$ cat src/rtl/assert_macros.svh
// assertion helpers shared by the rtl
`ifndef ASSERT_MACROS_SVH
`define ASSERT_MACROS_SVH

// same-cycle implication, quiet during reset
`define CBE_CHK_IMPL(name, ante, cons) \
  name: assert property (@(posedge clk) disable iff (rst) (ante) |-> (cons)) \
    else $error("same-cycle check failed");

// next-cycle implication, quiet during reset
`define CBE_CHK_NEXT(name, ante, cons) \
  name: assert property (@(posedge clk) disable iff (rst) (ante) |=> (cons)) \
    else $error("next-cycle check failed");

`endif

$ cat src/rtl/cbe_pkg.sv
`default_nettype none

package cbe_pkg;

  localparam int FRAC_BITS = 16;
  localparam int ONE       = 2 ** FRAC_BITS;
  localparam int HALF      = ONE / 2;

  localparam int X_W   = 17;
  localparam int Y_W   = 19;
  localparam int SMP_W = 17;

  // datapath widths, set by the worst-case curve values
  localparam int ACC_W  = 30;
  localparam int T_W    = 20;
  localparam int PROD_W = ACC_W + T_W;
  localparam int MR_W   = PROD_W - FRAC_BITS;
  localparam int Q_W    = 22;

  localparam int DIV_NW = ACC_W + FRAC_BITS;
  localparam int DIV_DW = ACC_W;
  localparam int DIV_CW = $clog2(DIV_NW);

  localparam int MIN_SLOPE  = (ONE + 500) / 1000;
  localparam int PRECISION  = (ONE + 5000000) / 10000000;
  localparam int T_LIMIT    = 4 * ONE;
  localparam int DIST_LIMIT = 8 * ONE;
  localparam int QMAG_MAX   = 16 * ONE;
  localparam int SMP_MAX    = 2 * ONE - 1;
  localparam int OUT_MIN    = -131072;
  localparam int OUT_MAX    = 196608;

  localparam logic [1:0] REG_X1 = 2'd0;
  localparam logic [1:0] REG_Y1 = 2'd1;
  localparam logic [1:0] REG_X2 = 2'd2;
  localparam logic [1:0] REG_Y2 = 2'd3;

  typedef struct packed {
    logic busy;
    logic done;
  } div_stat_t;

endpackage

`default_nettype wire

$ cat src/rtl/cbe_mulq.sv
`default_nettype none

// shared q-format multiplier, product registered, rounded half up
module cbe_mulq (
  input  wire                                 clk,
  input  wire  signed [cbe_pkg::ACC_W-1:0]    a,
  input  wire  signed [cbe_pkg::T_W-1:0]      b,
  output logic signed [cbe_pkg::MR_W-1:0]     r
);

  logic signed [cbe_pkg::PROD_W-1:0] prod;
  logic signed [cbe_pkg::PROD_W-1:0] rnd;

  always_ff @(posedge clk) begin
    prod <= a * b;
  end

  always_comb begin
    rnd = prod + cbe_pkg::PROD_W'(cbe_pkg::HALF);
    r   = rnd[cbe_pkg::PROD_W-1:cbe_pkg::FRAC_BITS];
  end

endmodule

`default_nettype wire

$ cat src/rtl/cbe_div.sv
`default_nettype none

// restoring divider, one quotient bit a cycle
module cbe_div (
  input  wire                              clk,
  input  wire                              rst,
  input  wire                              go,
  input  wire  [cbe_pkg::DIV_NW-1:0]       num,
  input  wire  [cbe_pkg::DIV_DW-1:0]       den,
  output cbe_pkg::div_stat_t               stat,
  output logic [cbe_pkg::DIV_NW-1:0]       quo
);

  logic [cbe_pkg::DIV_NW-1:0] nreg;
  logic [cbe_pkg::DIV_DW-1:0] dreg;
  logic [cbe_pkg::DIV_DW-1:0] rem;
  logic [cbe_pkg::DIV_DW:0]   rem_sh;
  logic [cbe_pkg::DIV_DW:0]   rem_next;
  logic                       q_bit;
  logic [cbe_pkg::DIV_CW-1:0] cnt;
  logic                       last;

  always_comb begin
    rem_sh   = {rem, nreg[cbe_pkg::DIV_NW-1]};
    q_bit    = (rem_sh >= {1'b0, dreg});
    rem_next = q_bit ? (rem_sh - {1'b0, dreg}) : rem_sh;
    last     = (cnt == cbe_pkg::DIV_CW'(cbe_pkg::DIV_NW - 1));
  end

  always_ff @(posedge clk) begin
    if (rst) begin
      stat <= '0;
    end else begin
      if (go) begin
        stat.busy <= 1'b1;
        stat.done <= 1'b0;
        cnt       <= '0;
        rem       <= '0;
        nreg      <= num;
        dreg      <= den;
      end else if (stat.busy) begin
        rem       <= rem_next[cbe_pkg::DIV_DW-1:0];
        nreg      <= {nreg[cbe_pkg::DIV_NW-2:0], q_bit};
        cnt       <= cnt + cbe_pkg::DIV_CW'(1);
        stat.busy <= !last;
        stat.done <= last;
      end else begin
        stat.done <= 1'b0;
      end
    end
  end

  assign quo = nreg;

endmodule

`default_nettype wire

$ cat src/rtl/cubic_bezier_ease_top.sv
`default_nettype none
// channel   dir  handshake            payload
// in        in   in_valid / in_stall  progress     17b unsigned q16
// out       out  out_valid / out_stall eased_value 19b signed q16
// cfg       in   cfg_wr_en            cfg_index 2b, cfg_data 19b
//
// one item at a time; an item runs the table scan to the first guess, then newton steps or
// bisection steps, then the result; the bit-serial divider and the shared multiplier
// set the time that each of these parts takes
// reset and every register write rebuild the sample table, with in_stall high
// a finished item waits in the output register; the next item is taken meanwhile

`include "assert_macros.svh"

module cubic_bezier_ease_top #(
  parameter int TABLE_SIZE   = 11,
  parameter int NEWTON_STEPS = 4,
  parameter int BISECT_STEPS = 10
) (
  input  wire                              clk,
  input  wire                              rst,
  input  wire                              in_valid,
  output logic                             in_stall,
  input  wire  [cbe_pkg::X_W-1:0]          progress,
  output logic                             out_valid,
  input  wire                              out_stall,
  output logic signed [cbe_pkg::Y_W-1:0]   eased_value,
  input  wire                              cfg_wr_en,
  input  wire  [1:0]                       cfg_index,
  input  wire  [cbe_pkg::Y_W-1:0]          cfg_data
);

  localparam int IDX_W = $clog2(TABLE_SIZE);
  localparam int NC_W  = $clog2(NEWTON_STEPS + 1);
  localparam int BC_W  = $clog2(BISECT_STEPS + 1);
  localparam int STEP  = (cbe_pkg::ONE + (TABLE_SIZE - 1) / 2) / (TABLE_SIZE - 1);
  localparam logic [IDX_W-1:0] LAST = IDX_W'(TABLE_SIZE - 1);
  localparam int AW = cbe_pkg::ACC_W;
  localparam int TW = cbe_pkg::T_W;

  typedef enum logic [4:0] {
    S_BUILD, S_HMUL, S_HADD, S_BUILD_WR, S_IDLE, S_SCW, S_SCC, S_DIV, S_INTERP,
    S_GUESS, S_CHK0, S_NT, S_NDIV, S_NUPD, S_BIS, S_BCHK, S_YEVAL, S_YOUT
  } state_t;

  // horner jobs for the shared multiplier
  typedef enum logic [1:0] {K_BEZ, K_SLOPE, K_LIN} kind_t;

  typedef struct packed {
    logic signed [AW-1:0] a;
    logic signed [AW-1:0] b;
    logic signed [AW-1:0] c;
  } coef_set_t;

  state_t state, ret;
  kind_t  kind;
  logic   sel_y;
  logic [1:0] hs;
  logic signed [AW-1:0] acc, sreg;
  logic signed [TW-1:0] tt, tk, tstart, lo, hi;
  logic [cbe_pkg::X_W-1:0] x;
  logic [cbe_pkg::SMP_W-1:0] prev, rdata;
  logic [IDX_W-1:0] rd_addr, j, k;
  logic [NC_W-1:0] nc;
  logic [BC_W-1:0] bc;
  logic div_neg;
  logic [cbe_pkg::X_W-1:0] ctrl_x1, ctrl_x2;
  logic [cbe_pkg::Y_W-1:0] ctrl_y1, ctrl_y2;

  // sample table
  logic [cbe_pkg::SMP_W-1:0] mem [TABLE_SIZE];

  coef_set_t cset_x, cset_y;
  logic signed [AW-1:0] xs, cxv, cmag, hsum, q_acc, den_s, num_s, nd, div_n, div_d;
  logic signed [TW-1:0] mid;
  logic signed [cbe_pkg::MR_W-1:0] mr;
  logic [1:0] hn;
  logic [cbe_pkg::Q_W-2:0] qm;
  logic signed [cbe_pkg::Q_W-1:0] qs;
  logic div_go;
  logic [cbe_pkg::DIV_NW-1:0] quo;
  cbe_pkg::div_stat_t div_st;
  logic [cbe_pkg::SMP_W-1:0] smp;

  function automatic coef_set_t mk_set(input logic signed [AW-1:0] p1,
                                       input logic signed [AW-1:0] p2);
    coef_set_t s;
    logic signed [AW-1:0] t1, t2;
    t1 = (p1 <<< 1) + p1;
    t2 = (p2 <<< 1) + p2;
    s.a = AW'(cbe_pkg::ONE) - t2 + t1;
    s.b = t2 - (t1 <<< 1);
    s.c = t1;
    return s;
  endfunction

  function automatic logic signed [AW-1:0] coef(input coef_set_t cs, input kind_t kd,
                                                input logic [1:0] i,
                                                input logic signed [TW-1:0] ts);
    logic signed [AW-1:0] v;
    v = '0;
    unique case (kd)
      K_BEZ: begin
        unique case (i)
          2'd0: v = cs.a;
          2'd1: v = cs.b;
          2'd2: v = cs.c;
          default: v = '0;
        endcase
      end
      K_SLOPE: begin
        unique case (i)
          2'd0: v = (cs.a <<< 1) + cs.a;
          2'd1: v = cs.b <<< 1;
          2'd2: v = cs.c;
          default: v = '0;
        endcase
      end
      K_LIN: v = AW'(ts);
      default: v = '0;
    endcase
    return v;
  endfunction

  function automatic logic signed [AW-1:0] sat(input logic signed [AW-1:0] v,
                                               input int lim_lo, input int lim_hi);
    logic signed [AW-1:0] r;
    r = v;
    if (v < AW'(lim_lo)) r = AW'(lim_lo);
    else if (v > AW'(lim_hi)) r = AW'(lim_hi);
    return r;
  endfunction

  cbe_mulq u_mul (
    .clk (clk),
    .a   (acc),
    .b   (tt),
    .r   (mr)
  );

  cbe_div u_div (
    .clk  (clk),
    .rst  (rst),
    .go   (div_go),
    .num  ({(div_n[AW-1] ? -div_n : div_n), cbe_pkg::FRAC_BITS'(0)}),
    .den  (div_d[AW-1] ? -div_d : div_d),
    .stat (div_st),
    .quo  (quo)
  );

  always_comb begin
    cset_x = mk_set({{(AW-cbe_pkg::X_W){1'b0}}, ctrl_x1}, {{(AW-cbe_pkg::X_W){1'b0}}, ctrl_x2});
    cset_y = mk_set({{(AW-cbe_pkg::Y_W){ctrl_y1[cbe_pkg::Y_W-1]}}, ctrl_y1},
                    {{(AW-cbe_pkg::Y_W){ctrl_y2[cbe_pkg::Y_W-1]}}, ctrl_y2});
    xs    = {{(AW-cbe_pkg::X_W){1'b0}}, x};
    cxv   = acc - xs;
    cmag  = cxv[AW-1] ? -cxv : cxv;
    hsum  = AW'(mr) + coef(sel_y ? cset_y : cset_x, kind, hs, tstart);
    unique case (kind)
      K_BEZ:   hn = 2'd3;
      K_SLOPE: hn = 2'd2;
      K_LIN:   hn = 2'd1;
      default: hn = 2'd1;
    endcase
    // quotient magnitude held past any value that still matters
    if (quo > cbe_pkg::DIV_NW'(cbe_pkg::QMAG_MAX)) qm = (cbe_pkg::Q_W-1)'(cbe_pkg::QMAG_MAX);
    else qm = quo[cbe_pkg::Q_W-2:0];
    qs    = div_neg ? -$signed({1'b0, qm}) : $signed({1'b0, qm});
    q_acc = AW'(qs);
    den_s = {{(AW-cbe_pkg::SMP_W){1'b0}}, rdata} - {{(AW-cbe_pkg::SMP_W){1'b0}}, prev};
    num_s = xs - {{(AW-cbe_pkg::SMP_W){1'b0}}, prev};
    nd    = AW'(tt) - q_acc;
    mid   = lo + ((hi - lo) >>> 1);
    smp   = cbe_pkg::SMP_W'(sat(acc, 0, cbe_pkg::SMP_MAX));
    // divider launch: interpolation after the scan, or a newton correction
    div_go = 1'b0;
    div_n  = num_s;
    div_d  = den_s;
    if (state == S_SCC && j != '0 && !(j != LAST && rdata <= x) && den_s != '0) begin
      div_go = 1'b1;
    end else if (state == S_NDIV) begin
      div_go = 1'b1;
      div_n  = cxv;
      div_d  = sreg;
    end
  end

  // a register write in the same cycle also holds the item off
  assign in_stall = (state != S_IDLE) || cfg_wr_en;

  always_ff @(posedge clk) begin
    if (state == S_BUILD_WR) mem[k] <= smp;
    rdata <= mem[rd_addr];
  end

  always_ff @(posedge clk) begin
    if (rst) begin
      state     <= S_BUILD;
      k         <= '0;
      tk        <= '0;
      out_valid <= 1'b0;
      ctrl_x1   <= '0;
      ctrl_x2   <= '0;
      ctrl_y1   <= '0;
      ctrl_y2   <= '0;
    end else begin
      // the result register empties once taken (out_stall low), unless a new result lands in it
      if (out_valid && !out_stall && (state != S_YOUT || cfg_wr_en)) out_valid <= 1'b0;
      if (cfg_wr_en) begin
        // a register write restarts the table rebuild
        unique case (cfg_index)
          cbe_pkg::REG_X1: ctrl_x1 <= cfg_data[cbe_pkg::X_W-1:0];
          cbe_pkg::REG_Y1: ctrl_y1 <= cfg_data;
          cbe_pkg::REG_X2: ctrl_x2 <= cfg_data[cbe_pkg::X_W-1:0];
          cbe_pkg::REG_Y2: ctrl_y2 <= cfg_data;
          default: ctrl_x1 <= ctrl_x1;
        endcase
        state <= S_BUILD;
        k     <= '0;
        tk    <= '0;
      end else begin
        unique case (state)
          // table rebuild, one sample per horner pass
          S_BUILD: begin
            tt    <= tk;
            acc   <= coef(cset_x, K_BEZ, 2'd0, tstart);
            kind  <= K_BEZ;
            sel_y <= 1'b0;
            hs    <= 2'd1;
            ret   <= S_BUILD_WR;
            state <= S_HMUL;
          end
          S_BUILD_WR: begin
            if (k == LAST) begin
              state <= S_IDLE;
            end else begin
              k     <= k + IDX_W'(1);
              tk    <= tk + TW'(STEP);
              state <= S_BUILD;
            end
          end
          // shared horner step: acc = round(acc*tt) + next coefficient
          S_HMUL: state <= S_HADD;
          S_HADD: begin
            acc <= hsum;
            if (hs == hn) begin
              state <= ret;
            end else begin
              hs    <= hs + 2'd1;
              state <= S_HMUL;
            end
          end
          S_IDLE: begin
            if (in_valid) begin
              x       <= progress;
              rd_addr <= '0;
              j       <= '0;
              state   <= S_SCW;
            end
          end
          // interval scan, one table read per pass through S_SCW and S_SCC
          S_SCW: state <= S_SCC;
          S_SCC: begin
            if (j == '0) begin
              prev    <= rdata;
              tstart  <= '0;
              j       <= IDX_W'(1);
              rd_addr <= IDX_W'(1);
              state   <= S_SCW;
            end else if (j != LAST && rdata <= x) begin
              prev    <= rdata;
              tstart  <= tstart + TW'(STEP);
              j       <= j + IDX_W'(1);
              rd_addr <= j + IDX_W'(1);
              state   <= S_SCW;
            end else if (den_s == '0) begin
              // flat interval: answer at the interval start
              tt    <= tstart;
              state <= S_YEVAL;
            end else begin
              div_neg <= num_s[AW-1] ^ den_s[AW-1];
              ret     <= S_INTERP;
              state   <= S_DIV;
            end
          end
          S_DIV: begin
            if (div_st.done) state <= ret;
          end
          S_INTERP: begin
            acc   <= sat(q_acc, -cbe_pkg::DIST_LIMIT, cbe_pkg::DIST_LIMIT);
            tt    <= TW'(STEP);
            kind  <= K_LIN;
            hs    <= 2'd1;
            ret   <= S_GUESS;
            state <= S_HMUL;
          end
          S_GUESS: begin
            tt    <= TW'(sat(acc, -cbe_pkg::T_LIMIT, cbe_pkg::T_LIMIT));
            acc   <= coef(cset_x, K_SLOPE, 2'd0, tstart);
            kind  <= K_SLOPE;
            sel_y <= 1'b0;
            hs    <= 2'd1;
            ret   <= S_CHK0;
            state <= S_HMUL;
          end
          S_CHK0: begin
            priority if (acc >= AW'(cbe_pkg::MIN_SLOPE)) begin
              nc    <= '0;
              state <= S_NT;
            end else if (acc == '0) begin
              state <= S_YEVAL;
            end else begin
              lo    <= tstart;
              hi    <= tstart + TW'(STEP);
              bc    <= '0;
              state <= S_BIS;
            end
          end
          // newton: slope in acc on entry
          S_NT: begin
            if (acc == '0) begin
              state <= S_YEVAL;
            end else begin
              sreg  <= acc;
              acc   <= coef(cset_x, K_BEZ, 2'd0, tstart);
              kind  <= K_BEZ;
              hs    <= 2'd1;
              ret   <= S_NDIV;
              state <= S_HMUL;
            end
          end
          S_NDIV: begin
            div_neg <= cxv[AW-1] ^ sreg[AW-1];
            ret     <= S_NUPD;
            state   <= S_DIV;
          end
          S_NUPD: begin
            tt <= TW'(sat(nd, -cbe_pkg::T_LIMIT, cbe_pkg::T_LIMIT));
            if (nc == NC_W'(NEWTON_STEPS - 1)) begin
              state <= S_YEVAL;
            end else begin
              nc    <= nc + NC_W'(1);
              acc   <= coef(cset_x, K_SLOPE, 2'd0, tstart);
              kind  <= K_SLOPE;
              hs    <= 2'd1;
              ret   <= S_NT;
              state <= S_HMUL;
            end
          end
          // bisection inside the found interval
          S_BIS: begin
            tt    <= mid;
            acc   <= coef(cset_x, K_BEZ, 2'd0, tstart);
            kind  <= K_BEZ;
            hs    <= 2'd1;
            ret   <= S_BCHK;
            state <= S_HMUL;
          end
          S_BCHK: begin
            if (cxv > 0) hi <= tt;
            else lo <= tt;
            if (cmag > AW'(cbe_pkg::PRECISION) && bc != BC_W'(BISECT_STEPS - 1)) begin
              bc    <= bc + BC_W'(1);
              state <= S_BIS;
            end else begin
              state <= S_YEVAL;
            end
          end
          S_YEVAL: begin
            acc   <= coef(cset_y, K_BEZ, 2'd0, tstart);
            kind  <= K_BEZ;
            sel_y <= 1'b1;
            hs    <= 2'd1;
            ret   <= S_YOUT;
            state <= S_HMUL;
          end
          // hold here until the output register is free
          S_YOUT: begin
            if (!out_valid || !out_stall) begin
              out_valid   <= 1'b1;
              eased_value <= cbe_pkg::Y_W'(sat(acc, cbe_pkg::OUT_MIN, cbe_pkg::OUT_MAX));
              state       <= S_IDLE;
            end
          end
          default: state <= S_IDLE;
        endcase
      end
    end
  end

  // divider is running or just finished whenever the sequencer waits on it
  `CBE_CHK_IMPL(a_div_engaged, state == S_DIV, div_st.busy || div_st.done)
  // an accepted item blocks further input
  `CBE_CHK_NEXT(a_item_blocks, in_valid && !in_stall, in_stall)
  // a register write holds off items while the table rebuilds
  `CBE_CHK_NEXT(a_cfg_rebuild, cfg_wr_en, in_stall)
  // results only appear from the final curve evaluation
  `CBE_CHK_IMPL(a_out_source, $rose(out_valid), $past(state == S_YOUT))

endmodule

`default_nettype wire
$ cat config.mk
export PLATFORM = sky130hd
export DESIGN_NAME = cubic_bezier_ease_top
export DESIGN_NICKNAME = d
export VERILOG_FILES = /design/src/rtl/cbe_pkg.sv /design/src/rtl/cbe_mulq.sv /design/src/rtl/cbe_div.sv /design/src/rtl/cubic_bezier_ease_top.sv
export VERILOG_INCLUDE_DIRS = /design/src /design/src/rtl
export SDC_FILE = /design/constraint.sdc
export NUM_CORES = 2
export LEC_CHECK = 0
export BUFFER_PORTS_ARGS = -buffer_cell sky130_fd_sc_hd__buf_4
export CORE_UTILIZATION = 30
export CTS_CLUSTER_SIZE = 28
export DETAILED_ROUTE_END_ITERATION = 8
export HOLD_SLACK_MARGIN = 0.03
export PLACE_DENSITY = 0.54
export SYNTH_ARGS = -nofsm -noshare
export SYNTH_HDL_FRONTEND = slang
export SYNTH_HIERARCHICAL = 1
export SYNTH_SLANG_ARGS = --single-unit
$ cat constraint.sdc
create_clock -name clk -period 13.7 [get_ports clk]
set_input_delay 2.74 -clock clk [delete_from_list [all_inputs] [get_ports clk]]
set_output_delay 2.74 -clock clk [all_outputs]
set_load 0.03 [all_outputs]
==> key figures <==
Routing
  • TritonRoute pass-1 iters: 7
  • WL final: 243900 um
  • DRC viols: 0
  • Mean routed wirelength per cell: 22.19 um
  • Starting DRT DRC Count: 4439
  • Via Count: 57.89k
  • Routed Antenna Nets: 0
  • Post-DR vias/cell: 5.269

GRT
  • GR Layer Usage met3: 2.753%
  • Total track usage: 20.17%
  • Met1 Use GR: 26.56%
  • Vias in the first global route: 58.29k
  • Busiest grt layer: met2
  • Global-route wire length before repair: 366500 um
  • Largest net degree at the start of global routing: 75
  • Antenna violations before repair: 15
  • Remaining Overflow, GRT: 0
  • GRT met2 Usage: 34.10%

Critical path
  • Critical path type: reg -> reg
  • Crit-path max cell delay: 0.81 ns
  • Worst path most repeated cell: a21oi_1
  • Flop2flop setup slack: 3.70 ns
  • Worst R2R End: acc[29]
  • CP Capture Type: flop
  • Worst-path maximum fanout: 6
  • Slowest CP cell: a2111oi_0
  • Reg-to-Reg Start: ctrl_x2[0]
  • CP startpoint: ctrl_x2[0]
  • WP data arrival: 10.44 ns
  • R2r worst-path depth: 35
  • Critical path endpoint: acc[29]
  • Setup crit start kind: flop
  • Worst Path Required: 14.14 ns

Timing
  • Worst slew margin: 19.36%
  • Tightest Pin Transition: 1.210 ns
  • FMAX: 100.0 MHz
  • Min cycle time layout: 9.999 ns
  • Setup TNS: 0 ns
  • Final setup fails: 0
  • Final period utilization: 72.99%
  • Final Hold Viols: 0
  • Slew Limit Fails: 0
  • Layout Skew: 0.06629 ns
  • Unrepaired setup endpoints after global routing: false

Run status
  • Outcome: finished clean

Finish
  • Final core utilization: 33.18%
  • Nets: 8946
  • Layout cell share with drive strength beyond 1: 7.150%
  • FILL cells: 24.32k
  • Synth-to-layout area growth: 9.631%

Synth
  • Synth warn: 6
  • Post-Syn Area: 71390 um2
  • Avg Synthesized Cell Area: 9.145 um2
  • Cell count after synthesis: 7806

Die
  • Total I/O pin count: 64
  • Initial Util: 30.27%
  • DIE HEIGHT: 489.8 um
  • Core Region: 235900 um2
  • Chip width: 489.8 um
  • DIE AREA: 239900 um2
  • Row cnt: 178

CTS
  • Clock slew seen by the registers of the worst setup and hold paths: 0.07 ns
  • Clock Sinks: 664
  • Post_cts resized: 0
  • CTS Buf Count: 75
  • CTS tree: built
  • Root buf cell: clkbuf_16
  • Worst-skew pair later-pin latency: 0.74 ns
  • Setup bufs post-CTS: 0
  • H-tree depth: 3
  • Hold_buf cts: 0
  • CTS max path bufs: 3

Place
  • Final GP Congestion: 0.9277
  • Hpwl dp: 181900 um
  • Port Buf Inserts: 63

Hold path
  • Worst Hold Class: reg -> reg

Job
  • Max-cap violations: 0
## metal layers
| metal | routed length, um | vias up |
|---|---|---|
| met5 | 65 | - |
| met4 | 7789 | 8 |
| met3 | 14080 | 379 |
| met2 | 115800 | 1750 |
| met1 | 106200 | 28950 |
| li1 | - | 26800 |
## state kept, by name, indices dropped and copies added (netlist names), 17 cells and up
signal / flops
eased_value: 19
ctrl_x1: 17
ctrl_y1: 19
x: 17
mem: 187
ctrl_y2: 19
ctrl_x2: 17
u_div/quo: 46
sreg: 30
u_div/rem: 30
tk: 19
lo: 20
prev: 17
hi: 20
tt: 20
u_div/dreg: 30
rdata: 17
u_mul/prod: 31
tstart: 19
acc: 30
## worst min-delay path by stage
stage,startpoint,end,slack [ns],cells after the start
after floorplan,rdata[0],prev[0],0.41,0
after global placement,ctrl_x2[13],ctrl_x2[13],0.47,2
after detailed placement,ctrl_y1[5],ctrl_y1[5],0.48,2
after CTS,ctrl_x1[6],ctrl_x1[6],0.48,2
after global routing,ctrl_x2[7],ctrl_x2[7],0.50,2
final,ctrl_x2[7],ctrl_x2[7],0.48,2
## metrics by stage
stage | std cells | setup WS (ns) | cell area (um2) | hold WS (ns)
floorplan | 7821 | 5.199 | 71440 | 0.4082
global placement | 10840 | 3.613 | 75590 | 0.4725
detailed placement | 10840 | 3.852 | 75590 | 0.4751
CTS | 10980 | 3.795 | 78250 | 0.4826
global route | 10980 | 3.025 | 78250 | 0.5010
finish | 10990 | 3.701 | 78260 | 0.4809
## layout by cell type, fill, tap and decap left out, types with 277 or more instances in the layout
master / n
nand2_1: 840
inv_1: 933
ha_1: 541
edfxtp_1: 513
fa_1: 591
a21oi_1: 466
o21ai_0: 277
nor2_1: 535
xnor2_1: 301
and2_1: 376
## worst max-delay path, delay by kind of cell (launching register included)
| family | cells | cell delay [ns] |
|---|---|---|
| multiplexers | 1 | 0.16 |
| AND/OR/NAND/NOR | 7 | 1.59 |
| XOR/XNOR | 3 | 0.58 |
| adder cells (fa/ha/maj) | 5 | 1.67 |
| AO/OA/AOI/OAI | 19 | 5.35 |
| flip-flops | 1 | 0.37 |
## area by class of cell
type | instances | area (um2) | area share (%)
antenna | 6 | 15.01 | 0.01918
clock buffer | 107 | 2238 | 2.860
clock inverter | 31 | 419.2 | 0.5356
inverter | 939 | 3525 | 4.504
multi-input combinational | 5909 | 48330 | 61.75
sequential | 664 | 18430 | 23.55
tap | 3150 | 3941 | 5.036
timing repair buffer | 182 | 1366 | 1.746
Power is not shown: default switching activity piles up to over one toggle a cycle in this logic, so the estimate is an artifact.
